==> src/rtl/core/gccm_pkg.sv <==
// Shared types and constants for the greedy character-class sequence matcher.
// No dependencies; imported by every module of the block.
`default_nettype none

package gccm_pkg;

  // Beat kinds carried on in_tuser
  typedef enum logic [1:0] {
    ACT_LOAD  = 2'd0,
    ACT_START = 2'd1,
    ACT_CHAR  = 2'd2,
    ACT_END   = 2'd3
  } action_t;

  // Register indexes on the configuration port
  localparam logic REG_ELEMENT_COUNT = 1'b0;
  localparam logic REG_REPEAT_MASK   = 1'b1;

  // Fixed result field widths
  localparam int OUT_LEN_W  = 16;
  localparam int CHAR_W     = 8;
  localparam int ROW_DEPTH  = 256;

  // Decision from the sequencer stage
  typedef struct packed {
    logic                 emit;
    logic                 matched;
    logic [OUT_LEN_W-1:0] length;
  } seq_res_t;

endpackage

`default_nettype wire

==> src/rtl/core/gccm_cfg.sv <==
// APB register file: element count (clamped) and repeat mask.
// Depends on gccm_pkg for register indexes.
`default_nettype none

module gccm_cfg import gccm_pkg::*; #(
  parameter int MAX_ELEMENTS = 16,
  parameter int PW = $clog2(MAX_ELEMENTS + 1),
  parameter int DW = (MAX_ELEMENTS > 32) ? 64 : 32,
  parameter int AW = (MAX_ELEMENTS > 32) ? 4 : 3
) (
  input  wire logic                    clk,
  input  wire logic                    rst_n,
  input  wire logic                    psel,
  input  wire logic                    penable,
  input  wire logic                    pwrite,
  input  wire logic [AW-1:0]           paddr,
  input  wire logic [DW-1:0]           pwdata,
  output logic      [DW-1:0]           prdata,
  output logic      [PW-1:0]           elem_count,
  output logic      [MAX_ELEMENTS-1:0] repeat_mask
);

  localparam int SH = AW - 1;

  logic [PW-1:0]           count_r;
  logic [MAX_ELEMENTS-1:0] rep_r;
  logic                    reg_idx;
  logic                    wr_en;

  assign reg_idx = paddr[SH];
  assign wr_en   = psel & penable & pwrite;

  // register writes; count clamps to the element capacity
  always_ff @(posedge clk) begin
    if (!rst_n) begin
      count_r <= '0;
      rep_r   <= '0;
    end else if (wr_en) begin
      if (reg_idx == REG_ELEMENT_COUNT) begin
        if (pwdata > DW'(MAX_ELEMENTS)) begin
          count_r <= PW'(MAX_ELEMENTS);
        end else begin
          count_r <= pwdata[PW-1:0];
        end
      end else begin
        rep_r <= pwdata[MAX_ELEMENTS-1:0];
      end
    end
  end

  // read back
  always_comb begin
    if (reg_idx == REG_REPEAT_MASK) begin
      prdata = DW'(rep_r);
    end else begin
      prdata = DW'(count_r);
    end
  end

  assign elem_count  = count_r;
  assign repeat_mask = rep_r;

endmodule

`default_nettype wire

==> src/rtl/core/gccm_class_mem.sv <==
// Class-row memory: one row per character code, registered read, valid bits.
// Depends on gccm_pkg for the row depth and character width.
`default_nettype none

module gccm_class_mem import gccm_pkg::*; #(
  parameter int MAX_ELEMENTS = 16
) (
  input  wire logic                    clk,
  input  wire logic                    rst_n,
  input  wire logic                    rd_en,
  input  wire logic                    wr_en,
  input  wire logic [CHAR_W-1:0]       addr,
  input  wire logic [MAX_ELEMENTS-1:0] wdata,
  output logic      [MAX_ELEMENTS-1:0] row
);

  logic [MAX_ELEMENTS-1:0] mem [ROW_DEPTH];
  logic [ROW_DEPTH-1:0]    valid_r;
  logic [MAX_ELEMENTS-1:0] rdata_r;
  logic                    rd_vld_r;

  // storage array, one port: write on loads, registered read per beat
  always_ff @(posedge clk) begin
    if (wr_en) begin
      mem[addr] <= wdata;
    end
    if (rd_en) begin
      rdata_r <= mem[addr];
    end
  end

  // valid bits stand in for the all-zero reset contents
  always_ff @(posedge clk) begin
    if (!rst_n) begin
      valid_r  <= '0;
      rd_vld_r <= 1'b0;
    end else begin
      if (wr_en) begin
        valid_r[addr] <= 1'b1;
      end
      if (rd_en) begin
        rd_vld_r <= valid_r[addr];
      end
    end
  end

  assign row = rd_vld_r ? rdata_r : '0;

endmodule

`default_nettype wire

==> src/rtl/core/gccm_seq.sv <==
// Match sequencer: element pointer, consumed count and decided flag,
// updated once per beat from the class row. Depends on gccm_pkg.
`default_nettype none

module gccm_seq import gccm_pkg::*; #(
  parameter int MAX_ELEMENTS = 16,
  parameter int LENGTH_BITS  = 16,
  parameter int PW = $clog2(MAX_ELEMENTS + 1)
) (
  input  wire logic                    clk,
  input  wire logic                    rst_n,
  input  wire logic                    step,
  input  wire action_t                 action,
  input  wire logic [MAX_ELEMENTS-1:0] row,
  input  wire logic [PW-1:0]           elem_count,
  input  wire logic [MAX_ELEMENTS-1:0] repeat_mask,
  output seq_res_t                     res
);

  localparam int IW = $clog2(MAX_ELEMENTS);

  logic [PW-1:0]           ptr_r, ptr_nxt;
  logic [LENGTH_BITS-1:0]  cnt_r, cnt_nxt, cnt_inc, cnt_sel;
  logic                    dec_r, dec_nxt;
  logic [MAX_ELEMENTS-1:0] in_range, cand;
  logic                    found;
  logic [IW-1:0]           fidx;
  logic [PW-1:0]           fidx_next;
  logic                    end_fail;
  logic [OUT_LEN_W-1:0]    len_out;
  logic                    res_emit;
  logic                    res_match;

  // elements still ahead, and which of them stop the skip
  always_comb begin
    for (int e = 0; e < MAX_ELEMENTS; e++) begin
      in_range[e] = (PW'(e) >= ptr_r) && (PW'(e) < elem_count);
      cand[e]     = in_range[e] && !(repeat_mask[e] && !row[e]);
    end
  end

  // first stopping element: priority encode from the low end
  always_comb begin
    found = 1'b0;
    fidx  = '0;
    for (int e = MAX_ELEMENTS - 1; e >= 0; e--) begin
      if (cand[e]) begin
        found = 1'b1;
        fidx  = IW'(e);
      end
    end
  end

  assign fidx_next = PW'(fidx) + PW'(1);
  assign end_fail  = |(in_range & ~repeat_mask);
  assign cnt_inc   = (&cnt_r) ? cnt_r : cnt_r + LENGTH_BITS'(1);

  // next state and decision
  always_comb begin
    ptr_nxt   = ptr_r;
    cnt_nxt   = cnt_r;
    dec_nxt   = dec_r;
    cnt_sel   = cnt_r;
    res_emit  = 1'b0;
    res_match = 1'b0;
    case (action)
      ACT_START: begin
        ptr_nxt = '0;
        cnt_nxt = '0;
        dec_nxt = 1'b0;
      end
      ACT_CHAR: begin
        if (!dec_r) begin
          if (!found) begin
            res_emit  = 1'b1;
            res_match = 1'b1;
          end else if (repeat_mask[fidx]) begin
            ptr_nxt = PW'(fidx);
            cnt_nxt = cnt_inc;
          end else if (row[fidx]) begin
            ptr_nxt = fidx_next;
            cnt_nxt = cnt_inc;
            if (fidx_next >= elem_count) begin
              res_emit  = 1'b1;
              res_match = 1'b1;
              cnt_sel   = cnt_inc;
            end
          end else begin
            res_emit = 1'b1;
          end
        end
      end
      ACT_END: begin
        if (!dec_r) begin
          res_emit  = 1'b1;
          res_match = !end_fail;
        end
      end
      default: begin
      end
    endcase
    if (res_emit) begin
      dec_nxt = 1'b1;
    end
  end

  // length to the fixed result width, saturating
  if (LENGTH_BITS > OUT_LEN_W) begin : g_sat
    assign len_out = (|cnt_sel[LENGTH_BITS-1:OUT_LEN_W]) ? '1 : cnt_sel[OUT_LEN_W-1:0];
  end else begin : g_ext
    assign len_out = OUT_LEN_W'(cnt_sel);
  end

  assign res = '{emit: res_emit, matched: res_match, length: res_match ? len_out : '0};

  always_ff @(posedge clk) begin
    if (!rst_n) begin
      ptr_r <= '0;
      cnt_r <= '0;
      dec_r <= 1'b0;
    end else if (step) begin
      ptr_r <= ptr_nxt;
      cnt_r <= cnt_nxt;
      dec_r <= dec_nxt;
    end
  end

endmodule

`default_nettype wire

==> src/rtl/core/greedy_char_class_sequence_matcher.sv <==
// Top level of the greedy character-class sequence matcher.
// Depends on gccm_pkg, gccm_cfg, gccm_class_mem and gccm_seq.
//
// Usage:
//   Input stream: in_tuser carries the beat kind (load class row, start text,
//   text character, end of text); in_tdata carries the character code and,
//   for loads, the membership row (bit e set when element e accepts it).
//   Output stream: one beat per text, out_tuser = matched,
//   out_tdata = match length (saturating, zero on failure).
//   APB port: element count at byte 0, repeat mask at byte 4 (8 when the
//   element capacity exceeds 32). Write registers only while idle.
// Timing:
//   One input beat per cycle while no result stalls the output. Each beat
//   reads the class memory at accept, the sequencer acts on the row in the
//   next cycle, and its result is then taken into the output register when
//   the sequencer stage advances. The single-port class memory and the
//   registered sequencer update set the rate of one beat per cycle.
// Reset:
//   Class rows read as empty, registers clear, and a text is implicitly
//   started. No clearing pass is needed.
// Back-pressure:
//   While a result waits on out_tready, input beats that decide nothing
//   still flow; a beat that would produce a second result holds the input.
`default_nettype none

module greedy_char_class_sequence_matcher import gccm_pkg::*; #(
  parameter int MAX_ELEMENTS = 16,
  parameter int LENGTH_BITS  = 16,
  localparam int IN_DW  = ((CHAR_W + MAX_ELEMENTS + 7) / 8) * 8,
  localparam int CFG_DW = (MAX_ELEMENTS > 32) ? 64 : 32,
  localparam int CFG_AW = (MAX_ELEMENTS > 32) ? 4 : 3,
  localparam int PW     = $clog2(MAX_ELEMENTS + 1)
) (
  input  wire logic                        clk,
  input  wire logic                        rst_n,
  // input stream
  input  wire logic                        in_tvalid,
  output logic                             in_tready,
  input  wire logic [IN_DW-1:0]            in_tdata,   // [7:0] char_code, then member_mask
  input  wire logic [1:0]                  in_tuser,   // [1:0] action
  // result stream
  output logic                             out_tvalid,
  input  wire logic                        out_tready,
  output logic      [OUT_LEN_W-1:0]        out_tdata,  // [15:0] match_length
  output logic                             out_tuser,  // [0] matched
  // configuration
  input  wire logic                        cfg_psel,
  input  wire logic                        cfg_penable,
  input  wire logic                        cfg_pwrite,
  input  wire logic [CFG_AW-1:0]           cfg_paddr,
  input  wire logic [CFG_DW-1:0]           cfg_pwdata,
  output logic      [CFG_DW-1:0]           cfg_prdata,
  output logic                             cfg_pready
);

  logic                    in_acc;
  action_t                 in_act;
  logic [CHAR_W-1:0]       in_char;
  logic [MAX_ELEMENTS-1:0] in_mask;
  logic [PW-1:0]           elem_count;
  logic [MAX_ELEMENTS-1:0] repeat_mask;
  logic [MAX_ELEMENTS-1:0] row;
  logic                    s1_valid_r;
  action_t                 s1_act_r;
  seq_res_t                res;
  logic                    advance;
  logic                    out_valid_r;
  logic                    out_match_r;
  logic [OUT_LEN_W-1:0]    out_len_r;

  assign in_act  = action_t'(in_tuser);
  assign in_char = in_tdata[CHAR_W-1:0];
  assign in_mask = in_tdata[CHAR_W +: MAX_ELEMENTS];
  assign in_acc  = in_tvalid & in_tready;

  assign cfg_pready = 1'b1;

  gccm_cfg #(
    .MAX_ELEMENTS (MAX_ELEMENTS)
  ) u_cfg (
    .clk         (clk),
    .rst_n       (rst_n),
    .psel        (cfg_psel),
    .penable     (cfg_penable),
    .pwrite      (cfg_pwrite),
    .paddr       (cfg_paddr),
    .pwdata      (cfg_pwdata),
    .prdata      (cfg_prdata),
    .elem_count  (elem_count),
    .repeat_mask (repeat_mask)
  );

  gccm_class_mem #(
    .MAX_ELEMENTS (MAX_ELEMENTS)
  ) u_mem (
    .clk   (clk),
    .rst_n (rst_n),
    .rd_en (in_acc),
    .wr_en (in_acc && (in_act == ACT_LOAD)),
    .addr  (in_char),
    .wdata (in_mask),
    .row   (row)
  );

  gccm_seq #(
    .MAX_ELEMENTS (MAX_ELEMENTS),
    .LENGTH_BITS  (LENGTH_BITS)
  ) u_seq (
    .clk         (clk),
    .rst_n       (rst_n),
    .step        (s1_valid_r && advance),
    .action      (s1_act_r),
    .row         (row),
    .elem_count  (elem_count),
    .repeat_mask (repeat_mask),
    .res         (res)
  );

  // sequencer stage stalls only when it has a result and the output is full
  assign advance   = !(res.emit && out_valid_r && !out_tready);
  assign in_tready = !s1_valid_r || advance;

  // sequencer stage occupancy (row data sits in the memory read register)
  always_ff @(posedge clk) begin
    if (!rst_n) begin
      s1_valid_r <= 1'b0;
      s1_act_r   <= ACT_LOAD;
    end else if (in_acc) begin
      s1_valid_r <= 1'b1;
      s1_act_r   <= in_act;
    end else if (advance) begin
      s1_valid_r <= 1'b0;
    end
  end

  // output register
  always_ff @(posedge clk) begin
    if (!rst_n) begin
      out_valid_r <= 1'b0;
    end else if (s1_valid_r && advance && res.emit) begin
      out_valid_r <= 1'b1;
    end else if (out_tready) begin
      out_valid_r <= 1'b0;
    end
  end

  always_ff @(posedge clk) begin
    if (s1_valid_r && advance && res.emit) begin
      out_match_r <= res.matched;
      out_len_r   <= res.length;
    end
  end

  assign out_tvalid = out_valid_r;
  assign out_tuser  = out_match_r;
  assign out_tdata  = out_len_r;

  // a held sequencer beat means the output is occupied and stalled
  a_stall_cause: assert property (@(posedge clk) disable iff (!rst_n)
    (s1_valid_r && !advance) |-> (out_valid_r && !out_tready))
    else $error("sequencer stalled without output back-pressure");

  // only text characters and end marks decide a text
  a_emit_kind: assert property (@(posedge clk) disable iff (!rst_n)
    (s1_valid_r && res.emit) |-> ((s1_act_r == ACT_CHAR) || (s1_act_r == ACT_END)))
    else $error("result from a load or start beat");

  // a failed match reports zero length
  a_fail_len: assert property (@(posedge clk) disable iff (!rst_n)
    (out_valid_r && !out_match_r) |-> (out_len_r == '0))
    else $error("nonzero length on failed match");

endmodule

`default_nettype wire

==> config.mk <==
export PLATFORM = sky130hd
export DESIGN_NAME = greedy_char_class_sequence_matcher
export DESIGN_NICKNAME = d
export VERILOG_FILES = /design/src/rtl/core/gccm_pkg.sv /design/src/rtl/core/gccm_cfg.sv /design/src/rtl/core/gccm_class_mem.sv /design/src/rtl/core/gccm_seq.sv /design/src/rtl/core/greedy_char_class_sequence_matcher.sv
export SDC_FILE = /design/constraint.sdc
export NUM_CORES = 2
export LEC_CHECK = 0
export ABC_CLOCK_PERIOD_IN_PS = 19100
export BUFFER_PORTS_ARGS = -buffer_cell sky130_fd_sc_hd__buf_2
export CORE_MARGIN = 2
export CORE_UTILIZATION = 55
export CTS_BUF_LIST = sky130_fd_sc_hd__clkbuf_4 sky130_fd_sc_hd__clkbuf_8 sky130_fd_sc_hd__clkbuf_16
export DETAILED_ROUTE_END_ITERATION = 8
export PLACE_DENSITY_LB_ADDON = 0.08
export RECOVER_POWER = 50
export SETUP_SLACK_MARGIN = 0.15
export SYNTH_ARGS = -nofsm -noshare
export SYNTH_HDL_FRONTEND = slang
export SYNTH_HIERARCHICAL = 1
export SYNTH_SLANG_ARGS = --single-unit
==> constraint.sdc <==
create_clock -name clk -period 19.1 [get_ports clk]
set_input_delay 1.91 -clock clk [delete_from_list [all_inputs] [get_ports clk]]
set_output_delay 1.91 -clock clk [all_outputs]
set_load 0.01 [all_outputs]
==> metrics <==
Gates resized, CTS repair 0; slowest stage delay, CP 1.26 ns; Synth area leaders edfxtp_1, mux4_2, dfxtp_1; number of synthesized flops with an enable pin 4,129; fin crit period 11.76 ns; power per cell area 106 nW/um^2; I/O pin count 120; post-synth top area cell edfxtp_1; Critical Path Start Type flop; wire length per cell 37.2 microns; initial antenna violation count 31; Slowest cell on crit path o21ai_0; CP Data Required Time 19.66 ns; ys async rst share 0%; vias post-DR 85,700; post-DR vias/cell 6.71; Setup TNS 0 ns; Critical Path AT 12.32 ns; Sink Count 4,433; clock root cell clkbuf_16; Post-Synthesis Cell Area 172,000 sq um; total track usage 30.0%; Cells after Synth 7,890; hold buffers post-CTS 0; clk slew on worst S/H paths 0.06 ns; Synth top area share 72.1%; clock latency on the worst-skew pair 1.00 ns; first drt pass iteration count 6; die height 563 microns; Seq/Total Area, Yosys 75.7%; post-CTS setup buffer count 0; failing checks max-capacitance violations, max-slew violations; core box area 311,000 sq um; most common cell after layout, fill and taps aside edfxtp_1; synth warn 6; Initial DRC Count 11,300; number of max-cap violations 57; Final Hold Vio Count 0; layout cell share with drive strength beyond 1 29.9%; Worst Path Max Fanout 21; worst-path cell chain nor2_1 -> a2111oi_0 -> a21oi_1 -> o31a_1 -> o21ai_0 -> inv_1 -> ha_1 -> ha_1 -> a21oi_1 -> nor2b_1 -> o21ai_0 -> nand2b_1 -> a21o_1 -> inv_1 -> a21oi_1 -> nor3_1 -> nor2_1 -> nand4b_4 -> and2_0 -> nor3b_1 -> clkbuf_1 -> nor3b_1 -> nand2_4 -> nor2_2; H-tree lvl count 5; worst setup path category flop to flop; total grt overflow 0; largest net degree at the start of global routing 146; # setup viols final 0; first-pass GRT wire length 658,000 microns; clock buffer depth 4; most frequent CP cell a21oi_1; post-route clock period utilization 61.6%; status finished, violations left; Num CTS Buffers 446; Fmax 0.0850 GHz; Remaining DRCs 0; fin util 61.9%; final net count 8,294; RSZ-0062 raised after global routing false; number of global-route vias before repair 83,600; Slew Viols, Final 4,336; commonest non-fill, non-tap cells in the layout edfxtp_1, mux4_2, clkbuf_16, dfxtp_1, o21a_1; Hold Path Stages 1; CTS tree yes; crit end category flop; P&R area growth vs syn 12.1%; Routed WL 475,000 microns; worst vdd rail ir drop 0.0000916 V; Initial Util 55.2%; IO buf count 100; row count 205; Distinct cells, synth 114; die area 317,000 sq um; R2R cell count 24; Horiz. Die Dim 563 microns; Layout Skew 0.0644 ns; RePlAce Congestion 0.900; worst-margin pin slew 7.14 ns; fillcell total 21,500; Static Leakage 60.2 nW; Max-Slew Margin vs Limit -376%; Detailed Place HPWL 286,000 microns; ys flop type edfxtp_1; Avg Synthesized Cell Area 21.8 sq um; #FFs+latches synth 4,433; Routed Antenna Nets 0; hold crit path type flop to flop
## per-stage QoR
stage	power (mW)	cells	hold WS, ns	worst slack (ns)	area (sq um)
after floorplan	11.4	7905	0.435	12.76	172000
after global placement	11.9	11900	0.440	10.15	178000
final	20.5	12800	0.462	7.34	193000
after CTS	20.6	12700	0.463	10.28	193000
after detailed placement	11.9	11900	0.450	10.29	178000
after global routing	21.0	12800	0.475	6.68	193000
## power by group
part | leakage, nW | internal, mW | switching, mW | total [mW]
combinational | 13.2 | 0.334 | 0.707 | 1.04
clock | 7.48 | 5.11 | 3.67 | 8.79
sequential | 39.5 | 10.6 | 0.00610 | 10.7
total | 60.2 | 16.1 | 4.39 | 20.5
## flip-flops by register name (all words and copies together), names as in the netlist
name,flops
u_cfg/elem_count,5
u_cfg/repeat_mask,16
out_tdata,16
out_tuser,1
u_seq/ptr_r,5
s1_act_r,2
u_mem/valid_r,256
u_seq/cnt_r,16
s1_valid_r,1
u_mem/mem,4096
u_mem/rdata_r,16
u_mem/rd_vld_r,1
out_tvalid,1
u_seq/dec_r,1
## layer usage
layer  vias to the layer above  share of wire [%]  global-route usage (%)  routed length [microns]
met2                      4217                 46                    45.5                   219000
met5                         -              0.018                       0                       85
met3                       807                 10                    6.52                    47300
li1                      34000                  -                       -                        -
met1                     46600                 39                    42.9                   187000
met4                        12                4.7                    12.2                    22400
## cell type report
cell class	count	area, sq um	area share (%)
clock buffer	575	12400	6.43
timing repair buffer	350	2290	1.19
antenna	28	70.1	0.0364
sequential	4433	130000	67.5
clock inverter	260	2530	1.32
tap	4140	5180	2.69
multi-input combinational	2959	40000	20.8
inverter	29	125	0.0649
## cells by family after synthesis
logic type / count (synthesis) / synth area share (%)
flip-flops: 4433 / 75.7
other: 2 / 0.00437
AND/OR/NAND/NOR: 814 / 2.33
multiplexers: 1419 / 17.3
AO/OA/AOI/OAI: 699 / 3.11
adder cells (fa/ha/maj): 7 / 0.0510
buffers and inverters: 513 / 1.50
XOR/XNOR: 3 / 0.0153
## final timing paths
kind | start | to | slack, ns
setup / recovery | u_cfg/elem_count[4]$_SDFFE_PN0P_ | u_mem/mem[12][2]$_DFFE_PP_ | 7.34
hold / removal | u_mem/valid_r[150]$_SDFFE_PN0P_ | u_mem/valid_r[150]$_SDFFE_PN0P_ | 0.46
setup reg to reg | u_cfg/elem_count[4]$_SDFFE_PN0P_ | u_mem/mem[12][2]$_DFFE_PP_ | 7.34
hold reg to reg | u_mem/valid_r[150]$_SDFFE_PN0P_ | u_mem/valid_r[150]$_SDFFE_PN0P_ | 0.46
## worst max-delay path, delay by kind of cell, from the launching register on
kind / cells / cell delay, ns
compound gates: 8 / 3.51
fa+ha+maj: 2 / 0.69
buf+inv: 3 / 0.93
flops: 1 / 0.73
simple gates: 11 / 5.41
## cells in the mapped netlist (all sizes together), types with 7 or more instances
| master | instances |
|---|---|
| a2111oi | 11 |
| a211oi | 14 |
| a21boi | 18 |
| a21oi | 64 |
| a221oi | 7 |
| a22o | 12 |
| a22oi | 77 |
| a31oi | 16 |
| a32o | 9 |
| a32oi | 13 |
| and2 | 39 |
| and3 | 12 |
| buf | 276 |
| clkbuf | 208 |
| dfxtp | 304 |
| edfxtp | 4129 |
| ha | 7 |
| inv | 27 |
| mux2 | 12 |
| mux2i | 168 |
| mux4 | 1239 |
| nand2 | 181 |
| nand2b | 15 |
| nand3 | 69 |
| nand4 | 26 |
| nor2 | 305 |
| nor2b | 26 |
| nor3 | 22 |
| nor3b | 7 |
| nor4 | 30 |
| o211ai | 12 |
| o21a | 264 |
| o21ai | 19 |
| o221ai | 11 |
| o22ai | 77 |
| o31ai | 8 |
| o32ai | 17 |
| or2 | 16 |
| or3 | 17 |
| or4 | 12 |
No activity file was read; power rests on OpenSTA's default activity.
